==> config.mk <==
export PLATFORM = sky130hd
export DESIGN_NAME = http_token_or_quoted_string_parser
export DESIGN_NICKNAME = d
export VERILOG_FILES = /design/src/hw/rtl/htqs_pkg.sv /design/src/hw/rtl/htqs_front.sv /design/src/hw/rtl/htqs_queue.sv /design/src/hw/rtl/htqs_back.sv /design/src/hw/rtl/http_token_or_quoted_string_parser.sv
export VERILOG_INCLUDE_DIRS = /design/src /design/src/hw/rtl
export SDC_FILE = /design/constraint.sdc
export NUM_CORES = 1
export LEC_CHECK = 0
export ABC_AREA = 1
export BUFFER_PORTS_ARGS = -buffer_cell sky130_fd_sc_hd__buf_2
export CORE_ASPECT_RATIO = 1.4
export CORE_MARGIN = 2
export CORE_UTILIZATION = 40
export DETAILED_ROUTE_END_ITERATION = 10
export HOLD_SLACK_MARGIN = 0.05
export SYNTH_ARGS = -nofsm -noshare
export SYNTH_HDL_FRONTEND = slang
export SYNTH_SLANG_ARGS = --single-unit
==> constraint.sdc <==
create_clock -name clk -period 2.9 [get_ports clk]
set_input_delay 0.145 -clock clk [delete_from_list [all_inputs] [get_ports clk]]
set_output_delay 0.145 -clock clk [all_outputs]
set_load 0.02 [all_outputs]
==> src/hw/rtl/http_token_or_quoted_string_parser_macros.svh <==
// Assertion macros for the token or quoted-string parser.
`ifndef HTTP_TOKEN_OR_QUOTED_STRING_PARSER_MACROS_SVH
`define HTTP_TOKEN_OR_QUOTED_STRING_PARSER_MACROS_SVH

// Plain property, checked on every rising clock edge outside reset.
`define HTQS_ASSERT(lbl, prop) \
	lbl: assert property (@(posedge clk) disable iff (!arst_n) (prop)) \
		else $error("htqs assertion failed");

// Same-cycle implication.
`define HTQS_ASSERT_IMP(lbl, ante, cons) \
	lbl: assert property (@(posedge clk) disable iff (!arst_n) (ante) |-> (cons)) \
		else $error("htqs implication failed");

`endif

==> src/hw/rtl/htqs_pkg.sv <==
// Shared types, constants and character-class functions of the parser.
`timescale 1ns / 1ps
package htqs_pkg;

	localparam int HTQS_QUEUE_DEPTH = 4;

	localparam logic [7:0] CH_DQUOTE = 8'h22;
	localparam logic [7:0] CH_BSLASH = 8'h5C;

	// Result status codes
	typedef enum logic [2:0] {
		ST_BUSY     = 3'd0,
		ST_QDONE    = 3'd1,
		ST_TDONE    = 3'd2,
		ST_SHORT    = 3'd3,
		ST_BADESC   = 3'd4,
		ST_BADQD    = 3'd5,
		ST_BADTOKEN = 3'd6
	} status_t;

	// Classified request carried from front to back
	typedef struct packed {
		logic       eoi;
		logic [7:0] data_byte;
		logic       tchar;
		logic       qd10;
		logic       qd11;
		logic       pair;
	} item_t;

	// Queue status seen by the top level
	typedef struct packed {
		logic full;
		logic empty;
	} q_stat_t;

	function automatic logic is_tchar(input logic [7:0] b);
		logic r;
		r = (b >= 8'h30 && b <= 8'h39) || (b >= 8'h41 && b <= 8'h5A) ||
		    (b >= 8'h61 && b <= 8'h7A);
		case (b)
			8'h21, 8'h23, 8'h24, 8'h25, 8'h26, 8'h27, 8'h2A, 8'h2B,
			8'h2D, 8'h2E, 8'h5E, 8'h5F, 8'h60, 8'h7C, 8'h7E: r = 1'b1;
			default: ;
		endcase
		return r;
	endfunction

	// HTTP/1.0 qdtext: printable minus quote, plus CR, LF, HTAB, SP
	function automatic logic is_qd10(input logic [7:0] b);
		return (b == 8'h21) || (b == 8'h09) || (b == 8'h20) ||
		       (b >= 8'h23 && b <= 8'h7E) || (b == 8'h0D) || (b == 8'h0A);
	endfunction

	// HTTP/1.1 qdtext: no backslash, adds obs-text
	function automatic logic is_qd11(input logic [7:0] b);
		return (b == 8'h21) || (b == 8'h09) || (b == 8'h20) ||
		       (b >= 8'h23 && b <= 8'h5B) || (b >= 8'h5D && b <= 8'h7E) || b[7];
	endfunction

	function automatic logic is_pair(input logic [7:0] b);
		return (b == 8'h09) || (b == 8'h20) || (b >= 8'h21 && b <= 8'h7E) || b[7];
	endfunction

endpackage

==> src/hw/rtl/htqs_front.sv <==
// Front end: takes input requests and tags each byte with its character classes.
`timescale 1ns / 1ps
module htqs_front
	import htqs_pkg::*;
(
	input  logic       in_eoi,
	input  logic [7:0] in_byte,
	output item_t      item
);

	// Character classes for every rule the back end may apply
	always_comb begin
		item.eoi       = in_eoi;
		item.data_byte = in_byte;
		item.tchar     = is_tchar(in_byte);
		item.qd10      = is_qd10(in_byte);
		item.qd11      = is_qd11(in_byte);
		item.pair      = is_pair(in_byte);
	end

endmodule

==> src/hw/rtl/htqs_queue.sv <==
// Small flip-flop queue between the classifier and the parse engine.
`timescale 1ns / 1ps
module htqs_queue
	import htqs_pkg::*;
#(
	parameter int DEPTH = HTQS_QUEUE_DEPTH
) (
	input  logic    clk,
	input  logic    arst_n,
	input  logic    push,
	input  item_t   push_item,
	input  logic    pop,
	output item_t   head,
	output q_stat_t stat
);

	localparam int PW = (DEPTH > 1) ? $clog2(DEPTH) : 1;
	localparam int CW = $clog2(DEPTH + 1);

	item_t         mem_q [DEPTH];
	logic [PW-1:0] wr_ptr_q, rd_ptr_q;
	logic [CW-1:0] count_q;

	assign stat.full  = (count_q == CW'(DEPTH));
	assign stat.empty = (count_q == '0);
	assign head       = mem_q[rd_ptr_q];

	// Storage write
	always_ff @(posedge clk) begin
		if (push) begin
			mem_q[wr_ptr_q] <= push_item;
		end
	end

	// Pointers and fill count
	always_ff @(posedge clk or negedge arst_n) begin
		if (!arst_n) begin
			wr_ptr_q <= '0;
			rd_ptr_q <= '0;
			count_q  <= '0;
		end else begin
			if (push) begin
				wr_ptr_q <= (wr_ptr_q == PW'(DEPTH - 1)) ? '0 : wr_ptr_q + 1'b1;
			end
			if (pop) begin
				rd_ptr_q <= (rd_ptr_q == PW'(DEPTH - 1)) ? '0 : rd_ptr_q + 1'b1;
			end
			if (push && !pop) begin
				count_q <= count_q + 1'b1;
			end else if (pop && !push) begin
				count_q <= count_q - 1'b1;
			end
		end
	end

endmodule

==> src/hw/rtl/htqs_back.sv <==
// Back end: parse-phase state machine, mode register and output register.
`timescale 1ns / 1ps
module htqs_back
	import htqs_pkg::*;
(
	input  logic       clk,
	input  logic       arst_n,
	input  logic       cfg_we,
	input  logic       cfg_wdata,
	input  logic       head_valid,
	input  item_t      head,
	output logic       pop,
	output logic       out_vld,
	input  logic       out_rdy,
	output logic       out_valid,
	output logic [7:0] out_byte,
	output status_t    out_status,
	output logic       out_quoted
);

	typedef enum logic [1:0] {
		PH_START  = 2'd0,
		PH_TOKEN  = 2'd1,
		PH_QUOTED = 2'd2,
		PH_ESCAPE = 2'd3
	} phase_t;

	phase_t     phase_q, nxt_phase;
	logic       http10_q;
	logic       out_vld_q;
	logic       r_valid;
	logic [7:0] r_byte;
	status_t    r_status;
	logic       r_quoted;
	logic       qd;

	// Pop when the output register is free or drains this cycle
	assign pop     = head_valid && (!out_vld_q || out_rdy);
	assign out_vld = out_vld_q;
	assign qd      = http10_q ? head.qd10 : head.qd11;

	// Next phase and result of the head request
	always_comb begin
		nxt_phase = phase_q;
		r_valid   = 1'b0;
		r_byte    = '0;
		r_status  = ST_BUSY;
		r_quoted  = (phase_q == PH_QUOTED) || (phase_q == PH_ESCAPE);
		if (head.eoi) begin
			r_status  = ST_SHORT;
			nxt_phase = PH_START;
		end else begin
			unique case (phase_q)
				PH_START: begin
					if (head.data_byte == CH_DQUOTE) begin
						r_quoted  = 1'b1;
						nxt_phase = PH_QUOTED;
					end else if (head.tchar) begin
						r_valid   = 1'b1;
						r_byte    = head.data_byte;
						nxt_phase = PH_TOKEN;
					end else begin
						r_status = ST_BADTOKEN;
					end
				end
				PH_TOKEN: begin
					if (head.tchar) begin
						r_valid = 1'b1;
						r_byte  = head.data_byte;
					end else begin
						r_status  = ST_TDONE;
						nxt_phase = PH_START;
					end
				end
				PH_QUOTED: begin
					if (qd) begin
						r_valid = 1'b1;
						r_byte  = head.data_byte;
					end else if (!http10_q && head.data_byte == CH_BSLASH) begin
						nxt_phase = PH_ESCAPE;
					end else if (head.data_byte == CH_DQUOTE) begin
						r_status  = ST_QDONE;
						nxt_phase = PH_START;
					end else begin
						r_status  = ST_BADQD;
						nxt_phase = PH_START;
					end
				end
				PH_ESCAPE: begin
					// escape completes under HTTP/1.1 rules whatever the mode
					if (head.pair) begin
						r_valid   = 1'b1;
						r_byte    = head.data_byte;
						nxt_phase = PH_QUOTED;
					end else begin
						r_status  = ST_BADESC;
						nxt_phase = PH_START;
					end
				end
				default: nxt_phase = PH_START;
			endcase
		end
	end

	// State, mode and registered result
	always_ff @(posedge clk or negedge arst_n) begin
		if (!arst_n) begin
			phase_q    <= PH_START;
			http10_q   <= 1'b0;
			out_vld_q  <= 1'b0;
			out_valid  <= 1'b0;
			out_byte   <= '0;
			out_status <= ST_BUSY;
			out_quoted <= 1'b0;
		end else begin
			if (cfg_we) begin
				http10_q <= cfg_wdata;
			end
			if (pop) begin
				phase_q    <= nxt_phase;
				out_vld_q  <= 1'b1;
				out_valid  <= r_valid;
				out_byte   <= r_byte;
				out_status <= r_status;
				out_quoted <= r_quoted;
			end else if (out_rdy) begin
				out_vld_q <= 1'b0;
			end
		end
	end

endmodule

==> src/hw/rtl/http_token_or_quoted_string_parser.sv <==
// Top level of the HTTP token or quoted-string parser.
`timescale 1ns / 1ps
// Usage:
//   s_axis carries one request per byte: tdata is the octet, tuser[0] marks
//   end of available input. m_axis returns exactly one result per request:
//   tdata is the content byte (zero when none), tuser holds out_valid,
//   status and is_quoted. cfg_we/cfg_wdata set the HTTP/1.0 mode bit; write
//   it only while the parser is idle.
//   A request accepted on s_axis is written into the queue and is parsed when
//   the back end pops it; its result is registered in the output register,
//   which drives m_axis. Throughput: one request per cycle while m_axis_tready
//   stays high; each popped request updates the parse phase in the back end.
//   A queue of QUEUE_DEPTH entries sits between classifier and parse engine;
//   s_axis_tready is low only when that queue is full. When m_axis stalls the
//   output register holds its result, the queue fills, and then s_axis stalls.
//   Reset returns the parser to the start phase in HTTP/1.1 mode with the
//   queue and output register empty; there is no clearing pass.
module http_token_or_quoted_string_parser
	import htqs_pkg::*;
#(
	parameter int QUEUE_DEPTH = HTQS_QUEUE_DEPTH
) (
	input  logic       clk,
	input  logic       arst_n,
	input  logic       cfg_we,
	input  logic       cfg_wdata,
	input  logic       s_axis_tvalid,
	output logic       s_axis_tready,
	input  logic [7:0] s_axis_tdata,  // [7:0] data_byte
	input  logic [0:0] s_axis_tuser,  // [0] op (end of input)
	output logic       m_axis_tvalid,
	input  logic       m_axis_tready,
	output logic [7:0] m_axis_tdata,  // [7:0] out_byte
	output logic [4:0] m_axis_tuser   // [0] out_valid, [3:1] status, [4] is_quoted
);

	`include "http_token_or_quoted_string_parser_macros.svh"

	item_t   cls_item, head;
	q_stat_t q_stat;
	logic    push, pop;
	logic    out_valid, out_quoted;
	status_t out_status;

	assign s_axis_tready = !q_stat.full;
	assign push          = s_axis_tvalid && s_axis_tready;
	assign m_axis_tuser  = {out_quoted, out_status, out_valid};

	htqs_front u_front (
		.in_eoi  (s_axis_tuser[0]),
		.in_byte (s_axis_tdata),
		.item    (cls_item)
	);

	htqs_queue #(
		.DEPTH (QUEUE_DEPTH)
	) u_queue (
		.clk       (clk),
		.arst_n    (arst_n),
		.push      (push),
		.push_item (cls_item),
		.pop       (pop),
		.head      (head),
		.stat      (q_stat)
	);

	htqs_back u_back (
		.clk        (clk),
		.arst_n     (arst_n),
		.cfg_we     (cfg_we),
		.cfg_wdata  (cfg_wdata),
		.head_valid (!q_stat.empty),
		.head       (head),
		.pop        (pop),
		.out_vld    (m_axis_tvalid),
		.out_rdy    (m_axis_tready),
		.out_valid  (out_valid),
		.out_byte   (m_axis_tdata),
		.out_status (out_status),
		.out_quoted (out_quoted)
	);

	// Checks
	`HTQS_ASSERT(a_queue_stat, !(q_stat.full && q_stat.empty))
	`HTQS_ASSERT_IMP(a_content_busy, m_axis_tvalid && out_valid, out_status == ST_BUSY)
	`HTQS_ASSERT_IMP(a_no_content_zero, m_axis_tvalid && !out_valid, m_axis_tdata == 8'h00)
	`HTQS_ASSERT_IMP(a_pop_needs_data, pop, !q_stat.empty)

endmodule

# Word level (Yosys, flattened, before mapping)
# Memories as Yosys holds them, arrays and structs flattened.
# Index checks and enable logic that the tools add are counted.
dict set report classes {
  add_sub_neg 4
  n_lt_le_gt_ge 11
  eq_ne 30
  n_mux 42
  n_reduce_logical 39
}
# operator n
set op_table {}
lappend op_table {{== test 8 x 6 -> 1 bit, second input constant} 12}
lappend op_table {{== test 8 x 7 -> 1 bit, second input constant} 6}
lappend op_table {{2-to-1 mux 8 bit} 5}
lappend op_table {{less-or-equal comparator 8 x 7 -> 1 bit, second input constant} 4}
lappend op_table {{case mux 8 bit (4 select lines)} 1}
lappend op_table {{2-to-1 mux 3 bit} 9}
lappend op_table {{== test 8 x 4 -> 1 bit, second input constant} 3}
lappend op_table {{greater-or-equal comparator 8 x 6 -> 1 bit, second input constant} 3}
lappend op_table {{greater-or-equal comparator 8 x 7 -> 1 bit, second input constant} 3}
lappend op_table {{2-to-1 mux 2 bit} 10}
lappend op_table {{logical OR 1 bit} 15}
lappend op_table {{OR reduction 15 bit} 1}
lappend op_table {{2-to-1 mux 1 bit} 14}
lappend op_table {{logical AND 1 bit} 12}
lappend op_table {{case mux 3 bit (4 select lines)} 1}
lappend op_table {{== test 2 bit, second input constant} 4}
lappend op_table {{less-or-equal comparator 8 x 6 -> 1 bit, second input constant} 1}
lappend op_table {{case mux 2 bit (4 select lines)} 1}
lappend op_table {{zero test 1 bit} 6}
lappend op_table {{!= test 3 bit, second input constant} 2}
lappend op_table {{adder 2 x 1 -> 2 bit, second input constant} 2}
lappend op_table {{!= test 4 x 3 -> 1 bit, second input constant} 1}
lappend op_table {{case mux 1 bit (4 select lines)} 1}
lappend op_table {{AND reduction 4 bit} 1}
lappend op_table {{7 further kinds} 8}
dict set report word_totals {
  ff_bits 24
  ram_bits 52
  in_bits 15
  word_cells 137
  memories 1
}
# name depth word_bits read_ports rd_clocked_by_memory_dff wr line
set mem_list {}
lappend mem_list {u_queue.mem_q 4 13 1 0 1 htqs_queue.sv:20} ;# item_t mem_q [DEPTH];

# Longest topological paths before layout
dict set report depth {
  word_depth 7
  depth_mapped 13
}

# Hierarchy
# From an unflattened synthesis, not the netlist that was laid out.
dict set report unflattened {
  cells_unflattened 459
  area_unflattened_um2 4136.5
}
# mod instances cells_per_inst area_each_um2 seq_area_each_um2
set by_module_without_submodules {}
lappend by_module_without_submodules {htqs_queue 1 202 2551.2 1736.7}
lappend by_module_without_submodules {htqs_back 1 131 973.4 425.4}
lappend by_module_without_submodules {htqs_front 1 120 579.3 0.0}
lappend by_module_without_submodules {http_token_or_quoted_string_parser 1 6 32.5 0.0}

# Worst setup path before layout
# Ideal clock, no wire load.
dict set report synth_timing {
  path_type {reg2reg}
  from {register u_back.out_vld_q (netlist: u_back.out_vld)}
  to {register u_queue.count_q[2]}
  arrival_ns 2.143
  setup_slack_ns 0.626
  stages_incl_launch_ff 13
  path_buffers 2
  synth_period_minus_slack_ns 2.274
  cell_sequence {dfrtp_1 -> inv_1 -> nor2_1 -> a31oi_1 -> buf_2 -> inv_1 -> clkbuf_1 -> ha_1 -> inv_1 -> fa_1 -> a21oi_1 -> o21ai_0 -> xor2_1}
}
dict set report synth_via {
  elab_chain_len 6
  elab_cells_between_ends 8
  cone_classes {1 x mux; 7 x reduce/logical}
}
# item line
set synth_lines {}
lappend synth_lines {{start: declaration} htqs_back.sv:30} ;# logic out_vld_q;
lappend synth_lines {{start signal: assignment} htqs_back.sv:110} ;# out_vld_q <= 1'b0;
lappend synth_lines {{start signal: assignment} htqs_back.sv:121} ;# out_vld_q <= 1'b1;
lappend synth_lines {{start signal: assignment} htqs_back.sv:127} ;# out_vld_q <= 1'b0;
lappend synth_lines {{zero test 1 bit *} htqs_back.sv:38} ;# assign pop = head_valid && (!out_vld_q || out_rdy);
lappend synth_lines {{logical OR 1 bit *} htqs_back.sv:38}
lappend synth_lines {{logical AND 1 bit *} htqs_back.sv:38}
lappend synth_lines {{zero test 1 bit} htqs_queue.sv:48} ;# if (push && !pop) begin
lappend synth_lines {{logical AND 1 bit} htqs_queue.sv:48}
lappend synth_lines {{2-to-1 mux 3 bit or nonzero test 2 bit (tied branches)} -}
lappend synth_lines {{end signal: assignment} htqs_queue.sv:49} ;# count_q <= count_q + 1'b1;
lappend synth_lines {{end signal: assignment} htqs_queue.sv:51} ;# count_q <= count_q - 1'b1;
lappend synth_lines {{end: declaration} htqs_queue.sv:22} ;# logic [CW-1:0] count_q;
# Every way passes the cells marked *; elsewhere a longest branch is shown, timed or not.
# A chain may end at the register's enable or synchronous reset.

# Final worst setup path
dict set report layout_timing {
  from {input m_axis_tready}
  to {register u_queue.count_q[2]}
}
dict set report layout_via {
  elab_chain_len 5
  elab_cells_between_ends 7
  cone_classes {1 x mux; 6 x reduce/logical}
}
# item line
set layout_lines {}
lappend layout_lines {{start: declaration} http_token_or_quoted_string_parser.sv:32} ;# input logic m_axis_tready,
lappend layout_lines {{logical OR 1 bit *} htqs_back.sv:38}
lappend layout_lines {{logical AND 1 bit *} htqs_back.sv:38}
lappend layout_lines {{zero test 1 bit} htqs_queue.sv:48}
lappend layout_lines {{logical AND 1 bit} htqs_queue.sv:48}
lappend layout_lines {{2-to-1 mux 3 bit or nonzero test 2 bit (tied branches)} -}
# Marked as above.

==> results.yml <==
cts:
  clock_sink_count: 76
  cts.repair.resized: 0
  cts-root-buf: "clkbuf_16"
  numCtsBuffers: 9
  clockBufferDepth: 2
  htreeDepth: 3
  path_clk_slew_ps: 60
  clk_latency_ps: 330
  cts_tree: "yes"
timing:
  relSlewSlack_pct: 62.3
  period_minus_slack_ps: 1990
  fin_skew_ps: 5.14
  finalSetupViolations: 0
  tns_ps: 0
  slew_violations: 0
  grt_setup_unrepaired: "false"
  fmax_mhz: 503
  whs_ps: 78.8
  post-route-period-util_pct: 68.6
  finalWorstSetupSlack_ps: 911
  hold_viol: 0
  worst_slew_pin_slew_ps: 561
final_layout:
  fill_cells: 872
  diodes: 0
  utilization_pct: 47.5
  syn2layout_area_growth_pct: 16.1
  mostFrequentLayoutCells: "129 x nand2_1, 54 x inv_1, 52 x edfxtp_1"
  layout.nets: 489
  drive_gt1_share_pct: 14.4
  final_common_cell: "nand2_1"
place:
  gp_congestion: 0.867
  post-place-ws_ps: 916
  port_buffers: 29
  dp_hpwl_mm: 5.59
worst_setup_path:
  r2r-end: "u_queue.count_q[2]"
  worst-setup-path-type: "in -> reg"
  r2r-start: "u_queue.count_q[0]"
  worstPathRequired_ps: 3110
  arrival_ps: 2200
  worstRegToRegCells: 10
  cp-end-kind: "register"
  start_kind: "primary input"
  worstPathMaxFanout: 11
  r2r_setup_slack_ps: 920
floorplan:
  core-area_sq_um: 9350
  rows: 42
  die_h_um: 120
  initial_core_util_pct: 40.9
  die_w_um: 86.6
  io_pins: 30
  dieArea_sq_um: 10400
pwr:
  power_density_nw_per_um2: 990
  ir_worst_vdd_v: 0.000322
  power_leakage_nw: 2.03
min_path:
  hp-class: "in -> reg"
  whs_endpoint: "u_queue.mem_q[3][10]"
  hold_path_startpoint: "s_axis_tdata[6]"
  worstHoldPathCells: 1
synthesis:
  synth_warnings: 0
  synthesis.nets: 448
  syn-cell-area_sq_um: 3820
  ys_seq_elements: 76
  seq_area_frac_synth_pct: 56.5
  ys_types: 33
  syn_area_per_cell_sq_um: 8.98
  synth_cells: 426
global_routing:
  grt_use_total_pct: 16.3
  grt_overflow: 0
  antenna_found_initial: 0
  grt_pass1_vias: 2636
  grt_start_max_net_pins: 31
  grt_pass1_wl_mm: 12.8
route:
  ant_nets: 0
  num_vias: 2880
  vias_per_cell: 4.95
  drt-total-wl_mm: 7.81
  first_iter_violations: 125
  wl_per_cell_um: 13.4
  drc: 0
  first_pass_iters: 4
flow_run:
  cap_viol_max_count: 0
status:
  status: "finished, final reports clean"
==> sequential cells by signal (all words and copies together), names as in the netlist <==
name / count
u_queue.mem_q: 52
u_back.out_byte: 8
u_back.out_status: 3
u_queue.count_q: 3
u_back.phase_q: 2
u_queue.rd_ptr_q: 2
u_queue.wr_ptr_q: 2
u_back.http10_q: 1
u_back.out_quoted: 1
u_back.out_valid: 1
u_back.out_vld: 1
==> report_power, final <==
part           switching [mW]  internal (mW)
clock network           0.434          0.758
logic                    1.12          0.519
registers               0.125           1.45
total                    1.68           2.72
==> worst max-delay path by stage <==
stage                            start            endpoint  cells after the start
floorplan               u_back.out_vld  u_queue.count_q[2]                     12
global placement    u_queue.count_q[0]  u_queue.count_q[2]                     10
detailed placement  u_queue.count_q[0]  u_queue.count_q[2]                     10
CTS                      m_axis_tready  u_queue.count_q[2]                     12
global route        u_queue.count_q[0]  u_queue.count_q[2]                     10
finish                   m_axis_tready  u_queue.count_q[2]                     12
==> synth_stat cells <==
| library cell | count | area [sq um] |
|---|---|---|
| fa_1 | 1 | 20.0 |
| dfrtp_1 | 24 | 601 |
| o21ai_1 | 8 | 40.0 |
| a21oi_4 | 1 | 16.3 |
| nor3_1 | 3 | 15.0 |
| nor2_1 | 36 | 135 |
| inv_2 | 5 | 18.8 |
| o32ai_1 | 1 | 8.76 |
| a31oi_1 | 3 | 18.8 |
| nand4_1 | 3 | 18.8 |
| edfxtp_1 | 52 | 1560 |
| nand2_2 | 4 | 25.0 |
| nand3_2 | 2 | 20.0 |
| and3_1 | 1 | 6.26 |
| ha_1 | 6 | 75.1 |
| nand2_1 | 129 | 484 |
| inv_1 | 54 | 203 |
| nand3_1 | 42 | 210 |
| o21ai_0 | 18 | 90.1 |
| a41oi_1 | 1 | 8.76 |
| buf_6 | 6 | 67.6 |
| o211ai_1 | 2 | 15.0 |
| nand3b_1 | 1 | 7.51 |
| a21oi_1 | 9 | 45.0 |
| and2_1 | 2 | 12.5 |
| xnor2_1 | 1 | 8.76 |
| nand3_4 | 1 | 17.5 |
| clkbuf_1 | 1 | 3.75 |
| o311ai_0 | 1 | 8.76 |
| xor2_1 | 1 | 8.76 |
| buf_4 | 2 | 15.0 |
| nor2_4 | 2 | 22.5 |
| buf_2 | 3 | 15.0 |
==> critical path, cell delays in order <==
cell and delay [ps]:
dlygate4sd3_1 530, buf_2 120, nor2_1 100, a31oi_1 50, buf_4 180, inv_1 70, ha_1 130, inv_1 60
fa_1 380, a21oi_1 160, o21ai_0 110, xor2_1 160
==> metrics by stage <==
stage	std cells	area (sq um)	power [mW]
floorplan	426	3820	2.87
global placement	561	4070	3.21
detailed placement	561	4070	3.24
CTS	582	4440	4.45
global route	582	4440	4.74
finish	582	4440	4.40
==> layer usage <==
metal / track usage (%) / wire (um) / vias up
met2: 26.9 / 4040 / 66
met5: 0 / 0 / -
met1: 19.6 / 3290 / 1324
li1: - / - / 1471
met4: 9.47 / 251 / 0
met3: 2.82 / 228 / 19
==> area by class of cell <==
class                           instances  area [sq um]  area share, %
Inverter                               59           221           4.99
Clock inverter                          7          98.8           2.23
Multi-Input combinational cell        279          1340           30.2
Clock buffer                            9           225           5.07
Sequential cell                        76          2160           48.7
Timing Repair Buffer                   42           255           5.75
Tap cell                              110           138           3.10
==> repair_timing <==
item / CTS / global route
hold buffers: 5 / 0
endpoints found under the hold margin: 30 / 0
setup buffers: 0 / 0
==> cell families (layout without fill, tap and decap cells) <==
group | count (synthesis) | after routing | share of synthesized area [%]
buffers and inverters | 71 | 117 | 8.44
XOR/XNOR | 2 | 2 | 0.458
AND/OR/NAND/NOR | 226 | 226 | 25.5
AO/OA/AOI/OAI | 44 | 44 | 6.58
adder cells (fa/ha/maj) | 7 | 7 | 2.49
flip-flops | 76 | 76 | 56.5
Power figures use the tool's default switching activity.
